==> config.mk <==
export PLATFORM = sky130hd
export DESIGN_NAME = palette_blend_ramp_entry_unit
export DESIGN_NICKNAME = d
export VERILOG_FILES = /design/src/rtl/core/pbre_pkg.sv /design/src/rtl/core/pbre_front.sv /design/src/rtl/core/pbre_queue.sv /design/src/rtl/core/pbre_back.sv /design/src/rtl/core/palette_blend_ramp_entry_unit.sv
export VERILOG_INCLUDE_DIRS = /design/src /design/src/rtl/core
export SDC_FILE = /design/constraint.sdc
export NUM_CORES = 2
export LEC_CHECK = 0
export BUFFER_PORTS_ARGS = -buffer_cell sky130_fd_sc_hd__buf_2
export CAP_MARGIN = 5
export CORE_UTILIZATION = 40
export CTS_CLUSTER_DIAMETER = 100
export CTS_CLUSTER_SIZE = 28
export DETAILED_ROUTE_END_ITERATION = 8
export SYNTH_ARGS = -nofsm -noshare
export SYNTH_HDL_FRONTEND = slang
export SYNTH_SLANG_ARGS = --single-unit
==> constraint.sdc <==
create_clock -name clk_i -period 7.71 [get_ports clk_i]
set_clock_uncertainty 0.2 [all_clocks]
set_input_delay 0.3855 -clock clk_i [delete_from_list [all_inputs] [get_ports clk_i]]
set_output_delay 0.3855 -clock clk_i [all_outputs]
set_load 0.02 [all_outputs]
==> src/rtl/core/palette_blend_ramp_entry_unit_assert.svh <==
// assertion macros for the palette blend ramp entry unit
`ifndef PALETTE_BLEND_RAMP_ENTRY_UNIT_ASSERT_SVH
`define PALETTE_BLEND_RAMP_ENTRY_UNIT_ASSERT_SVH

`ifndef SYNTHESIS
// property checked at every clock edge outside reset
`define PBRE_ASSERT(lbl, clk, rstn, prop, msg) \
  lbl: assert property (@(posedge clk) disable iff (!rstn) (prop)) else $error(msg);
// condition in one cycle implies a condition in the next
`define PBRE_ASSERT_NEXT(lbl, clk, rstn, cond, nxt, msg) \
  lbl: assert property (@(posedge clk) disable iff (!rstn) (cond) |=> (nxt)) else $error(msg);
`else
`define PBRE_ASSERT(lbl, clk, rstn, prop, msg)
`define PBRE_ASSERT_NEXT(lbl, clk, rstn, cond, nxt, msg)
`endif

`endif

==> src/rtl/core/pbre_pkg.sv <==
// types, constants and helper functions shared by the palette blend ramp entry unit
package pbre_pkg;

  // palette shape
  localparam int unsigned GREY_LEVELS = 256;
  localparam int unsigned CUBE_STEPS  = 8;
  localparam int unsigned MAX_LEVELS  = 64;
  localparam int unsigned CUBE_BASE   = CUBE_STEPS + 1;
  localparam int unsigned FULL_SCALE  = 255;
  localparam int unsigned ROUND_HALF  = 128;

  // field widths
  localparam int unsigned IDX_W    = 10;
  localparam int unsigned SHRINK_W = 4;
  localparam int unsigned POS_W    = 7;
  localparam int unsigned CH_W     = 8;
  localparam int unsigned LEV_W    = $clog2(MAX_LEVELS + 1);
  localparam int unsigned DIGIT_W  = $clog2(CUBE_BASE);
  localparam int unsigned GQ_W     = $clog2(GREY_LEVELS + 1);

  // index split into base CUBE_BASE digits by reciprocal multiply
  localparam int unsigned CSHIFT    = 20;
  localparam int unsigned SPLIT_P_W = IDX_W + CSHIFT;
  localparam int unsigned RECIP_B1  = ((1 << CSHIFT) + CUBE_BASE - 1) / CUBE_BASE;
  localparam int unsigned RECIP_B2  =
    ((1 << CSHIFT) + CUBE_BASE * CUBE_BASE - 1) / (CUBE_BASE * CUBE_BASE);
  localparam int unsigned RECIP_B3  =
    ((1 << CSHIFT) + CUBE_BASE * CUBE_BASE * CUBE_BASE - 1) /
    (CUBE_BASE * CUBE_BASE * CUBE_BASE);

  // blend divide by levels
  localparam int unsigned DIV_SHIFT = 20;
  localparam int unsigned RECIP_W   = DIV_SHIFT + 1;
  localparam int unsigned NUM_W     = CH_W + LEV_W;
  localparam int unsigned DPROD_W   = NUM_W + RECIP_W;

  // quantizer divide by full scale
  localparam int unsigned QSHIFT  = 24;
  localparam int unsigned QRECIP  = ((1 << QSHIFT) + FULL_SCALE - 1) / FULL_SCALE;
  localparam int unsigned QX_W    = CH_W + $clog2(GREY_LEVELS) + 1;
  localparam int unsigned QPROD_W = 2 * QX_W;

  // queue sizes
  localparam int unsigned MQ_DEPTH  = 4;
  localparam int unsigned MQ_PTR_W  = $clog2(MQ_DEPTH);
  localparam int unsigned MQ_CNT_W  = $clog2(MQ_DEPTH + 1);
  localparam int unsigned OUT_DEPTH = 8;
  localparam int unsigned OQ_PTR_W  = $clog2(OUT_DEPTH);
  localparam int unsigned OQ_CNT_W  = $clog2(OUT_DEPTH + 1);

  typedef struct packed {
    logic [IDX_W-1:0]    fg_index;
    logic [IDX_W-1:0]    bg_index;
    logic [SHRINK_W-1:0] shrink;
    logic [POS_W-1:0]    position;
  } pbre_in_t;

  typedef struct packed {
    logic [IDX_W-1:0] color_index;
    logic             position_bad;
  } pbre_out_t;

  // channel 0 red, 1 green, 2 blue
  typedef logic [2:0][CH_W-1:0] rgb_t;

  typedef struct packed {
    logic             is_grey;
    logic [IDX_W-1:0] idx;
    logic [IDX_W-1:0] c;
    logic [IDX_W-1:0] q1;
    logic [IDX_W-1:0] q2;
    logic [IDX_W-1:0] q3;
  } idx_split_t;

  // classified item handed from front to back
  typedef struct packed {
    logic               position_bad;
    logic [POS_W-1:0]   position;
    logic [LEV_W-1:0]   levels;
    logic [RECIP_W-1:0] recip;
    rgb_t               fg_rgb;
    rgb_t               bg_rgb;
  } pbre_job_t;

  function automatic logic [LEV_W-1:0] levels_of(input logic [SHRINK_W-1:0] s);
    logic [2*SHRINK_W-1:0] sq;
    sq = (2*SHRINK_W)'(s) * (2*SHRINK_W)'(s);
    if (sq > (2*SHRINK_W)'(MAX_LEVELS)) begin
      sq = (2*SHRINK_W)'(MAX_LEVELS);
    end
    if (sq == '0) begin
      sq = (2*SHRINK_W)'(1);
    end
    return LEV_W'(sq);
  endfunction

  function automatic logic [CH_W-1:0] grey_value(input logic [IDX_W-1:0] idx);
    logic [IDX_W+CH_W-1:0] p;
    p = (IDX_W+CH_W)'(idx) * (IDX_W+CH_W)'(FULL_SCALE);
    return CH_W'(p / GREY_LEVELS);
  endfunction

  function automatic logic [CH_W-1:0] digit_value(input logic [DIGIT_W-1:0] d);
    logic [DIGIT_W+CH_W-1:0] p;
    p = (DIGIT_W+CH_W)'(d) * (DIGIT_W+CH_W)'(FULL_SCALE);
    return CH_W'(p / CUBE_STEPS);
  endfunction

  function automatic idx_split_t split_index(input logic [IDX_W-1:0] idx);
    idx_split_t s;
    logic [SPLIT_P_W-1:0] p1;
    logic [SPLIT_P_W-1:0] p2;
    logic [SPLIT_P_W-1:0] p3;
    s.idx     = idx;
    s.is_grey = (idx <= IDX_W'(GREY_LEVELS));
    s.c       = idx - IDX_W'(GREY_LEVELS + 1);
    p1        = SPLIT_P_W'(s.c) * SPLIT_P_W'(RECIP_B1);
    p2        = SPLIT_P_W'(s.c) * SPLIT_P_W'(RECIP_B2);
    p3        = SPLIT_P_W'(s.c) * SPLIT_P_W'(RECIP_B3);
    s.q1      = IDX_W'(p1 >> CSHIFT);
    s.q2      = IDX_W'(p2 >> CSHIFT);
    s.q3      = IDX_W'(p3 >> CSHIFT);
    return s;
  endfunction

  function automatic rgb_t decode_rgb(input idx_split_t s);
    rgb_t rgb;
    logic [IDX_W-1:0] bd;
    logic [IDX_W-1:0] gd;
    logic [IDX_W-1:0] rd;
    bd = s.c - s.q1 * IDX_W'(CUBE_BASE);
    gd = s.q1 - s.q2 * IDX_W'(CUBE_BASE);
    // red digit wraps for indices past the cube
    rd = s.q2 - s.q3 * IDX_W'(CUBE_BASE);
    if (s.is_grey) begin
      rgb[0] = grey_value(s.idx);
      rgb[1] = rgb[0];
      rgb[2] = rgb[0];
    end else begin
      rgb[0] = digit_value(DIGIT_W'(rd));
      rgb[1] = digit_value(DIGIT_W'(gd));
      rgb[2] = digit_value(DIGIT_W'(bd));
    end
    return rgb;
  endfunction

  // (x + 0) / 255 by reciprocal, exact over the quantizer range
  function automatic logic [GQ_W-1:0] div_full_scale(input logic [QX_W-1:0] x);
    logic [QPROD_W-1:0] p;
    p = QPROD_W'(x) * QPROD_W'(QRECIP);
    return GQ_W'(p >> QSHIFT);
  endfunction

endpackage

==> src/rtl/core/pbre_front.sv <==
// front end: accepts items, decodes both indices and works out levels and range check
`include "palette_blend_ramp_entry_unit_assert.svh"

module pbre_front import pbre_pkg::*; (
  input  logic      clk_i,
  input  logic      rst_ni,
  input  logic      push,
  output logic      full,
  input  pbre_in_t  data_i,
  input  logic      credit_i,
  output logic      job_valid_o,
  output pbre_job_t job_o
);

  logic [RECIP_W-1:0] recip_tbl [1 << SHRINK_W];

  for (genvar gi = 0; gi < (1 << SHRINK_W); gi++) begin : g_recip
    localparam int unsigned Lev   = levels_of(SHRINK_W'(gi));
    localparam int unsigned Recip = ((1 << DIV_SHIFT) + Lev - 1) / Lev;
    assign recip_tbl[gi] = RECIP_W'(Recip);
  end

  logic [MQ_CNT_W-1:0] cnt_q, cnt_d;
  logic                accept;
  logic [LEV_W-1:0]    lev_now;

  logic               s1_valid_q;
  idx_split_t         s1_fg_q, s1_bg_q;
  logic [LEV_W-1:0]   s1_lev_q;
  logic [RECIP_W-1:0] s1_recip_q;
  logic [POS_W-1:0]   s1_pos_q;
  logic               s1_bad_q;

  logic      job_valid_q;
  pbre_job_t job_q, job_d;

  // credits cover both front stages and the queue
  assign full    = (cnt_q == MQ_CNT_W'(MQ_DEPTH));
  assign accept  = push && !full;
  assign lev_now = levels_of(data_i.shrink);
  assign cnt_d   = cnt_q + MQ_CNT_W'(accept) - MQ_CNT_W'(credit_i);

  always_comb begin
    job_d.position_bad = s1_bad_q;
    job_d.position     = s1_pos_q;
    job_d.levels       = s1_lev_q;
    job_d.recip        = s1_recip_q;
    job_d.fg_rgb       = decode_rgb(s1_fg_q);
    job_d.bg_rgb       = decode_rgb(s1_bg_q);
  end

  always_ff @(posedge clk_i or negedge rst_ni) begin
    if (!rst_ni) begin
      cnt_q       <= '0;
      s1_valid_q  <= 1'b0;
      job_valid_q <= 1'b0;
    end else begin
      cnt_q       <= cnt_d;
      s1_valid_q  <= accept;
      job_valid_q <= s1_valid_q;
    end
  end

  always_ff @(posedge clk_i) begin
    if (accept) begin
      s1_fg_q    <= split_index(data_i.fg_index);
      s1_bg_q    <= split_index(data_i.bg_index);
      s1_lev_q   <= lev_now;
      s1_recip_q <= recip_tbl[data_i.shrink];
      s1_pos_q   <= data_i.position;
      s1_bad_q   <= (data_i.position > POS_W'(lev_now));
    end
    if (s1_valid_q) begin
      job_q <= job_d;
    end
  end

  assign job_valid_o = job_valid_q;
  assign job_o       = job_q;

  `PBRE_ASSERT(a_cnt_bound, clk_i, rst_ni, cnt_q <= MQ_CNT_W'(MQ_DEPTH), "front credit overflow")
  `PBRE_ASSERT(a_credit_owned, clk_i, rst_ni, !credit_i || (cnt_q != '0), "credit without item")
  `PBRE_ASSERT(a_inflight, clk_i, rst_ni,
    (MQ_CNT_W'(s1_valid_q) + MQ_CNT_W'(job_valid_q)) <= cnt_q, "front stages exceed credits")

endmodule

==> src/rtl/core/pbre_queue.sv <==
// short queue of classified items between front and back
module pbre_queue import pbre_pkg::*; (
  input  logic      clk_i,
  input  logic      rst_ni,
  input  logic      push_i,
  input  pbre_job_t job_i,
  input  logic      pop_i,
  output logic      valid_o,
  output pbre_job_t job_o
);

  pbre_job_t           mem_q [MQ_DEPTH];
  logic [MQ_PTR_W-1:0] wptr_q, rptr_q;
  logic [MQ_CNT_W-1:0] cnt_q;
  logic                do_pop;

  assign valid_o = (cnt_q != '0);
  assign do_pop  = pop_i && valid_o;
  assign job_o   = mem_q[rptr_q];

  always_ff @(posedge clk_i or negedge rst_ni) begin
    if (!rst_ni) begin
      wptr_q <= '0;
      rptr_q <= '0;
      cnt_q  <= '0;
    end else begin
      if (push_i) begin
        wptr_q <= (wptr_q == MQ_PTR_W'(MQ_DEPTH - 1)) ? '0 : wptr_q + 1'b1;
      end
      if (do_pop) begin
        rptr_q <= (rptr_q == MQ_PTR_W'(MQ_DEPTH - 1)) ? '0 : rptr_q + 1'b1;
      end
      cnt_q <= cnt_q + MQ_CNT_W'(push_i) - MQ_CNT_W'(do_pop);
    end
  end

  always_ff @(posedge clk_i) begin
    if (push_i) begin
      mem_q[wptr_q] <= job_i;
    end
  end

endmodule

==> src/rtl/core/pbre_back.sv <==
// back end: blends, divides by levels, quantizes and holds results for the consumer
`include "palette_blend_ramp_entry_unit_assert.svh"

module pbre_back import pbre_pkg::*; (
  input  logic      clk_i,
  input  logic      rst_ni,
  input  logic      job_valid_i,
  input  pbre_job_t job_i,
  output logic      job_take_o,
  output logic      empty,
  input  logic      pop,
  output pbre_out_t data_o
);

  logic [OQ_CNT_W-1:0] ocnt_q;
  logic                take;
  logic                out_pop;

  logic [LEV_W-1:0]         inv_k, k;
  logic [2:0][NUM_W-1:0]    num_d;
  logic [2:0][CH_W-1:0]     mix_d;
  logic [GQ_W-1:0]          gq_d;
  logic [2:0][DIGIT_W-1:0]  dq_d;

  logic                     b1_valid_q, b1_bad_q;
  logic [2:0][NUM_W-1:0]    b1_num_q;
  logic [RECIP_W-1:0]       b1_recip_q;
  logic                     b2_valid_q, b2_bad_q;
  logic [2:0][CH_W-1:0]     b2_mix_q;
  logic                     b3_valid_q, b3_bad_q, b3_grey_q;
  logic [GQ_W-1:0]          b3_gq_q;
  logic [2:0][DIGIT_W-1:0]  b3_dq_q;

  pbre_out_t           res_d;
  logic [IDX_W-1:0]    cube_idx;
  pbre_out_t           fifo_q [OUT_DEPTH];
  logic [OQ_PTR_W-1:0] wptr_q, rptr_q;
  logic [OQ_CNT_W-1:0] fcnt_q;

  // a credit for every item between the queue head and the consumer
  assign take       = job_valid_i && (ocnt_q != OQ_CNT_W'(OUT_DEPTH));
  assign job_take_o = take;
  assign empty      = (fcnt_q == '0);
  assign out_pop    = pop && !empty;
  assign data_o     = fifo_q[rptr_q];

  assign k     = LEV_W'(job_i.position);
  assign inv_k = job_i.levels - k;

  always_comb begin
    for (int ch = 0; ch < 3; ch++) begin
      num_d[ch] = NUM_W'(job_i.bg_rgb[ch]) * NUM_W'(inv_k) +
                  NUM_W'(job_i.fg_rgb[ch]) * NUM_W'(k);
    end
  end

  always_comb begin
    for (int ch = 0; ch < 3; ch++) begin
      mix_d[ch] = CH_W'((DPROD_W'(b1_num_q[ch]) * DPROD_W'(b1_recip_q)) >> DIV_SHIFT);
    end
  end

  always_comb begin
    gq_d = div_full_scale(QX_W'(b2_mix_q[0]) * QX_W'(GREY_LEVELS) + QX_W'(ROUND_HALF));
    for (int ch = 0; ch < 3; ch++) begin
      dq_d[ch] = DIGIT_W'(div_full_scale(QX_W'(b2_mix_q[ch]) * QX_W'(CUBE_STEPS) +
                                         QX_W'(ROUND_HALF)));
    end
  end

  always_comb begin
    cube_idx = IDX_W'(b3_dq_q[0]) * IDX_W'(CUBE_BASE * CUBE_BASE) +
               IDX_W'(b3_dq_q[1]) * IDX_W'(CUBE_BASE) +
               IDX_W'(b3_dq_q[2]) + IDX_W'(GREY_LEVELS + 1);
    res_d.position_bad = b3_bad_q;
    if (b3_bad_q) begin
      res_d.color_index = '0;
    end else if (b3_grey_q) begin
      res_d.color_index = IDX_W'(b3_gq_q);
    end else begin
      res_d.color_index = cube_idx;
    end
  end

  always_ff @(posedge clk_i or negedge rst_ni) begin
    if (!rst_ni) begin
      ocnt_q     <= '0;
      b1_valid_q <= 1'b0;
      b2_valid_q <= 1'b0;
      b3_valid_q <= 1'b0;
      wptr_q     <= '0;
      rptr_q     <= '0;
      fcnt_q     <= '0;
    end else begin
      ocnt_q     <= ocnt_q + OQ_CNT_W'(take) - OQ_CNT_W'(out_pop);
      b1_valid_q <= take;
      b2_valid_q <= b1_valid_q;
      b3_valid_q <= b2_valid_q;
      if (b3_valid_q) begin
        wptr_q <= (wptr_q == OQ_PTR_W'(OUT_DEPTH - 1)) ? '0 : wptr_q + 1'b1;
      end
      if (out_pop) begin
        rptr_q <= (rptr_q == OQ_PTR_W'(OUT_DEPTH - 1)) ? '0 : rptr_q + 1'b1;
      end
      fcnt_q <= fcnt_q + OQ_CNT_W'(b3_valid_q) - OQ_CNT_W'(out_pop);
    end
  end

  always_ff @(posedge clk_i) begin
    if (take) begin
      b1_num_q   <= num_d;
      b1_recip_q <= job_i.recip;
      b1_bad_q   <= job_i.position_bad;
    end
    if (b1_valid_q) begin
      b2_mix_q <= mix_d;
      b2_bad_q <= b1_bad_q;
    end
    if (b2_valid_q) begin
      b3_gq_q   <= gq_d;
      b3_dq_q   <= dq_d;
      b3_grey_q <= (b2_mix_q[0] == b2_mix_q[1]) && (b2_mix_q[1] == b2_mix_q[2]);
      b3_bad_q  <= b2_bad_q;
    end
    if (b3_valid_q) begin
      fifo_q[wptr_q] <= res_d;
    end
  end

  `PBRE_ASSERT(a_ocnt_bound, clk_i, rst_ni, ocnt_q <= OQ_CNT_W'(OUT_DEPTH), "back credit overflow")
  `PBRE_ASSERT(a_ocnt_track, clk_i, rst_ni,
    ocnt_q == fcnt_q + OQ_CNT_W'(b1_valid_q) + OQ_CNT_W'(b2_valid_q) + OQ_CNT_W'(b3_valid_q),
    "back credits out of step")
  `PBRE_ASSERT(a_no_overrun, clk_i, rst_ni,
    !b3_valid_q || (fcnt_q != OQ_CNT_W'(OUT_DEPTH)) || out_pop, "result fifo overrun")
  `PBRE_ASSERT(a_bad_zero, clk_i, rst_ni,
    empty || !data_o.position_bad || (data_o.color_index == '0), "flagged item not zeroed")
  `PBRE_ASSERT_NEXT(a_take_flows, clk_i, rst_ni, take, b1_valid_q, "taken item lost")

endmodule

==> src/rtl/core/palette_blend_ramp_entry_unit.sv <==
// Palette blend ramp entry unit: takes a foreground index, a background index, a shrink
// factor and a ramp position, and returns the palette index of the blended color (grey
// ramp when all channels match, otherwise the color cube), or index 0 with position_bad
// set when the position lies beyond shrink squared (capped at 64) levels. Both sides look
// like queues. One item is taken every cycle when the consumer keeps up; a result is
// poppable once its item clears the queue and all stages. The front end decodes indices in
// two stages and holds up to four items with a short queue behind it; full rises when those
// four credits are used. The back end blends, divides by levels with a reciprocal multiply
// and quantizes in three stages, and buffers up to eight results for the consumer.
module palette_blend_ramp_entry_unit import pbre_pkg::*; (
  input  logic      clk_i,
  input  logic      rst_ni,
  input  logic      push,
  output logic      full,
  input  pbre_in_t  data_i,
  output logic      empty,
  input  logic      pop,
  output pbre_out_t data_o
);

  logic      f_valid;
  pbre_job_t f_job;
  logic      q_valid;
  pbre_job_t q_job;
  logic      q_take;

  pbre_front u_front (
    .clk_i       (clk_i),
    .rst_ni      (rst_ni),
    .push        (push),
    .full        (full),
    .data_i      (data_i),
    .credit_i    (q_take),
    .job_valid_o (f_valid),
    .job_o       (f_job)
  );

  pbre_queue u_queue (
    .clk_i   (clk_i),
    .rst_ni  (rst_ni),
    .push_i  (f_valid),
    .job_i   (f_job),
    .pop_i   (q_take),
    .valid_o (q_valid),
    .job_o   (q_job)
  );

  pbre_back u_back (
    .clk_i       (clk_i),
    .rst_ni      (rst_ni),
    .job_valid_i (q_valid),
    .job_i       (q_job),
    .job_take_o  (q_take),
    .empty       (empty),
    .pop         (pop),
    .data_o      (data_o)
  );

endmodule
**Word-level counts from Yosys, hierarchy flattened**

Memories as Yosys holds them, arrays and structs flattened. A register that Yosys moved wholly into a read port is not among the register bits.
Cells that the tools add are included.

- $add $sub $neg: 31
- Multiply operators: 36
- Equality and inequality tests: 8
- Bitwise gates (word level): 1
- Order comparisons: 4
- Reduce and logical (&&, ||, !) cells: 10
- Multiplexer cells: 14

Operators by type and width:

| operator | count |
|---|---|
| 8-bit by 7-bit multiplier with 15-bit output | 6 |
| 15-bit by 21-bit multiplier with 28-bit output | 3 |
| 17-bit by 16-bit multiplier with 27-bit output, second input constant | 3 |
| 4-bit by 8-bit multiplier with 11-bit output, second input constant | 6 |
| 10-bit by 17-bit multiplier with 27-bit output, second input constant | 2 |
| 24-bit 2-to-1 mux | 2 |
| 10-bit by 13-bit multiplier with 23-bit output, second input constant | 2 |
| 15-bit adder | 3 |
| 10-bit by 11-bit multiplier with 21-bit output, second input constant | 2 |
| 11-bit by 8-bit adder with 12-bit output, second input constant | 3 |
| 10-bit by 8-bit multiplier with 16-bit output, second input constant | 2 |
| 17-bit by 16-bit multiplier with 32-bit output, second input constant | 1 |
| 4-bit subtractor | 6 |
| 10-bit by 9-bit less-or-equal comparator with 1-bit output, second input constant | 2 |
| 10-bit 2-to-1 mux | 2 |
| 10-bit by 9-bit subtractor with 10-bit output, second input constant | 2 |
| 16-bit by 8-bit adder with 17-bit output, second input constant | 1 |
| 8-bit equality test | 2 |
| 7-bit by 4-bit multiplier with 4-bit output, second input constant | 2 |
| 10-bit by 4-bit adder with 10-bit output | 1 |
| 10-bit by 8-bit adder with 10-bit output | 1 |
| 10-bit by 9-bit adder with 10-bit output, second input constant | 1 |
| 4-bit by 7-bit multiplier with 10-bit output, second input constant | 1 |
| 3-bit equality test, second input constant | 3 |
| 26 further kinds | 45 |

- Input bits: 35
- Memory bits (read-only): 336
- Bits in writable memories: 424
- Register bits: 297
- Memories kept: 3

Memory list:

| name | depth | bits a word | read ports | clocked after memory_dff | write ports | RTL line | source |
|---|---|---|---|---|---|---|---|
| (name not given) | 16 | 21 | 1 | 1 | 0 | pbre_front.sv:69 | `s1_recip_q <= recip_tbl[data_i.shrink];` |
| u_queue.mem_q | 4 | 84 | 1 | 0 | 1 | pbre_queue.sv:12 | `pbre_job_t mem_q [MQ_DEPTH];` |
| u_back.fifo_q | 8 | 11 | 1 | 0 | 1 | pbre_back.sv:36 | `pbre_out_t fifo_q [OUT_DEPTH];` |

**Depth between registers and ports, before layout**

- Depth in word-level cells: 6
- Mapped depth: 33
- Gate-level depth less buffers: 29

**Modules after synthesis**

Synthesis repeated with hierarchy kept, for this count alone.

- Cells, all modules: 7,234
- Area total of the unflattened synthesis: 81,204.1 µm²

Modules (own cells, without submodules):

| module | times used | sequential area each (µm²) | cells each | area an instance (µm²) |
|---|---|---|---|---|
| pbre_back | 1 | 6,521.3 | 4,614 | 45,502.4 |
| pbre_front | 1 | 4,509.3 | 2,144 | 23,128.4 |
| pbre_queue | 1 | 10,264.8 | 476 | 12,573.3 |

**Worst setup path before layout**

OpenSTA, ideal clock, no wires.

- Path kind: register -> register
- Start point: register u_queue.rptr_q[0]
- End point: register u_back.b1_num_q[14] in the netlist's numbering (data pin)
- Data arrival time: 7,741 ps
- Clock period less this slack: 8,201 ps
- Data required time: 7,250 ps
- Setup slack: -491 ps
- Setup time: 260 ps
- Cell stages (with the launch flop): 29
- Cell sequence: dfrtp_1 -> buf_2 -> clkbuf_1 -> buf_2 -> mux4_2 -> ha_1 -> a21o_1 -> a21oi_1 -> o21bai_1 -> a21oi_1 -> xor2_1 -> buf_2 -> nand2_1 -> fa_1 -> inv_1 -> fa_1 -> fa_1 -> fa_1 -> fa_1 -> inv_1 -> fa_1 -> inv_1 -> ha_1 -> a21o_1 -> a31o_2 -> a211oi_1 -> o41a_1 -> o21bai_1 -> xnor2_1

RTL lines:

| what | RTL line | source |
|---|---|---|
| start: declaration | pbre_queue.sv:13 | `logic [MQ_PTR_W-1:0] wptr_q, rptr_q;` |
| start signal: assignment | pbre_queue.sv:31 | `rptr_q <= (rptr_q == MQ_PTR_W'(MQ_DEPTH - 1)) ? '0 : rptr_q + 1'b1;` |
| end signal: assignment | pbre_back.sv:111 | `b1_num_q <= num_d;` |
| end: declaration | pbre_back.sv:26 | `logic [2:0][NUM_W-1:0] b1_num_q;` |

==> flow_summary.ini <==
[yosys]
synth_compound_area_frac = 0.04042
yosysSeqAreaShare = 0.2665
synth_edf_count = 631
synth_top_family_by_area = adder cells
yosys.area_share.simple = 0.08737
synth_top_flop_cell = edfxtp_1
synth_mux_area_frac = 0.03257
synth_top_area_cell = fa_1
ys_async_sr_fraction = 0.04394
netlist.area_leader.share = 0.2744
netlist_instances = 6446
netlist_area_um2 = 73820
synth_xor_area_frac = 0.03476
syn_avg_cell_area_um2 = 11.45
synth_fa_ha_area_frac = 0.4585
synth.ff_latch_count = 660
yosys_warnings = 0
synth.net_count = 8579
synthDistinctLibCells = 87
netlist_top_cells_area = fa_1 (27%), edfxtp_1 (26%), ha_1 (18%)

[finish]
nNetsFinal = 8662
n_fill_cell = 17170
layout_common_cells = inv_1 (1,417), ha_1 (1,081), fa_1 (1,012), edfxtp_1 (631), and2_1 (457)
final_common_cell = inv_1
antennaDiodeCount = 0
drive_gt1_frac = 0.05997
final_core_util = 0.4310
area_growth_pct = 6.988

[placement]
routabilityCongestion = 0.8977
place.port_buffers = 47
place_worst_setup_slack_ps = 46.56
dp_hpwl_mm = 131.6

[outcome]
status = finished, final reports clean

[drt]
first_pass_iters = 5
vias_per_cell = 4.907
postRouteAntennaNets = 0
avgRoutedWirePerCell_um = 17.66
drcViolationCount = 0
vias = 44250
wl_mm = 159.2
drt_iter0_markers = 2156

[floorplan]
boundaryPins = 48
core_region_area_um2 = 183300
dieHeight_um = 431.6
fp.dieArea_um2 = 186300
initial_core_util = 0.4028
placementRows = 157
die_x_um = 431.6

[clocking]
ctsRootBufferMaster = clkbuf_16
clk_latency_ps = 670
clkSinkCount = 660
tritoncts = done
cts-buffers-inserted = 30
clk_pin_slew_worst_paths_ps = 100
cts_max_level = 1
cts_buffer_depth = 3

[global_routing]
grt.overflow.total = 0
grt_pass1_vias = 48670
antenna_found_initial = 1
grt_pass1_wl_mm = 263.1
grt_use_total = 0.1769
grt_max_degree = 64

[sta]
hold_viol = 0
setup_ws_ps = 260.5
setup_violations = 0
slew_headroom = 0.1623
max_slew.worst_pin.slew_ps = 1252
fin_crit_ps = 7449
fin_crit_sh = 0.9662
fmax_mhz = 134.2
finalMaxSlewViolations = 0
grt_setup_unrepaired = yes

[critical_path]
crit_type = register to register
cp_max_fo = 13
crit_required_ps = 7910
critPathLaunchType = register
worst_setup_path_end_kind = register
crit_arrival_ps = 7650

[worst_hold_path]
hold_path.class = input port to register

[flow_run]
cap_violations = 0
[timing repair]
action	4_1_cts	5_1_grt
setup endpoints to repair	1	12
endpoints found under the hold margin	81	0
gates resized for setup	1	15
hold buffers	34	0
setup buffers	0	1
pin swaps	0	12
gates cloned	0	0
[cell type report]
| type | instances | area (µm²) | share of cell area |
|---|---|---|---|
| clock buffer | 45 | 807.0 | 0.01022 |
| tap | 2464 | 3083 | 0.03903 |
| timing repair buffer | 194 | 1560 | 0.01975 |
| sequential | 660 | 19690 | 0.2492 |
| clock inverter | 11 | 141.4 | 0.001790 |
| multi-input combinational | 4223 | 48380 | 0.6125 |
| inverter | 1420 | 5330 | 0.06748 |
[cells in the mapped netlist (36+ instances only)]
master,n
a21oi_1,136
fa_1,1012
xnor2_1,204
mux4_2,79
nor2_1,199
ha_1,1086
nand2_1,332
nand3_1,36
clkbuf_1,116
and2_1,461
mux2_2,36
a21o_1,62
xor2_1,75
nor3_1,44
o21ai_0,94
inv_1,1418
edfxtp_1,631
[through the flow]
stage / setup TNS (ps) / std cells / hold slack [ps] / instance area, µm²
final: 0 / 9017 / 43.93 / 78980
after global routing: -132.7 / 9017 / 19.27 / 78980
after CTS: 0 / 9016 / 5.779 / 78880
after detailed placement: 0 / 8926 / 206.3 / 77590
after global placement: 0 / 8926 / 201.7 / 77590
after floorplan: 0 / 6446 / -110.1 / 73850
[critical path, cell delays in order, from the launching register on]
cell and delay, ps:
dfrtp_4 490, buf_12 160, mux4_2 520, inv_1 100
ha_4 210, a21o_1 180, a21oi_4 150, xnor2_1 190
buf_12 190, nand2_1 80, fa_1 500, fa_1 430
fa_1 520, inv_1 60, fa_1 520, inv_1 50
fa_1 440, fa_1 490, inv_1 40, ha_1 310
a21oi_1 230, nor2b_1 90, o21a_1 200, nor3_2 180
o31ai_1 150, o41a_1 340, xor2_1 140
[sequential cells by signal, summed over array words and instances, names as in the netlist, 4 cells and up]
| register | count |
|---|---|
| u_back.b1_num_q | 45 |
| u_back.b1_recip_q | 11 |
| u_back.b2_mix_q | 24 |
| u_back.b3_dq_q | 12 |
| u_back.b3_gq_q | 9 |
| u_back.fcnt_q | 4 |
| u_back.fifo_q | 88 |
| u_back.ocnt_q | 4 |
| u_front.job_o | 73 |
| u_front.s1_bg_q | 24 |
| u_front.s1_fg_q | 24 |
| u_front.s1_lev_q | 6 |
| u_front.s1_pos_q | 7 |
| u_front.s1_recip_q | 11 |
| u_queue.mem_q | 292 |
[cells by family after synthesis]
| logic type | Yosys count |
|---|---|
| fa+ha+maj | 2098 |
| buf+inv | 1563 |
| simple gates | 1246 |
| flops | 660 |
| compound gates | 457 |
| xor+xnor | 285 |
| mux | 137 |
[path summary, 6_finish.rpt]
kind | depth (start not counted) | to | slack (ps) | startpoint
max | 26 | u_back.b1_num_q[28] | 260 | u_queue.rptr_q[0]
min | 2 | u_front.s1_fg_q[40] | 40 | data_i[21]
max reg2reg | 26 | u_back.b1_num_q[28] | 260 | u_queue.rptr_q[0]
min reg2reg | 0 | u_front.job_o[78] | 230 | u_front.s1_pos_q[2]
max in group asynchronous | 2 | u_queue.rptr_q[1] | 6630 | rst_ni
min in group asynchronous | 2 | u_front.cnt_q[0] | 110 | rst_ni
[layer usage]
metal	vias up	share of wire	global-route usage
li1	20840	-	-
met1	22550	0.45	0.2328
met2	684	0.50	0.3187
met3	177	0.030	0.01280
met4	0	0.022	0.03627
met5	-	0	0
Power is not shown: default switching activity piles up to over one toggle a cycle in this logic, so the estimate is an artifact.
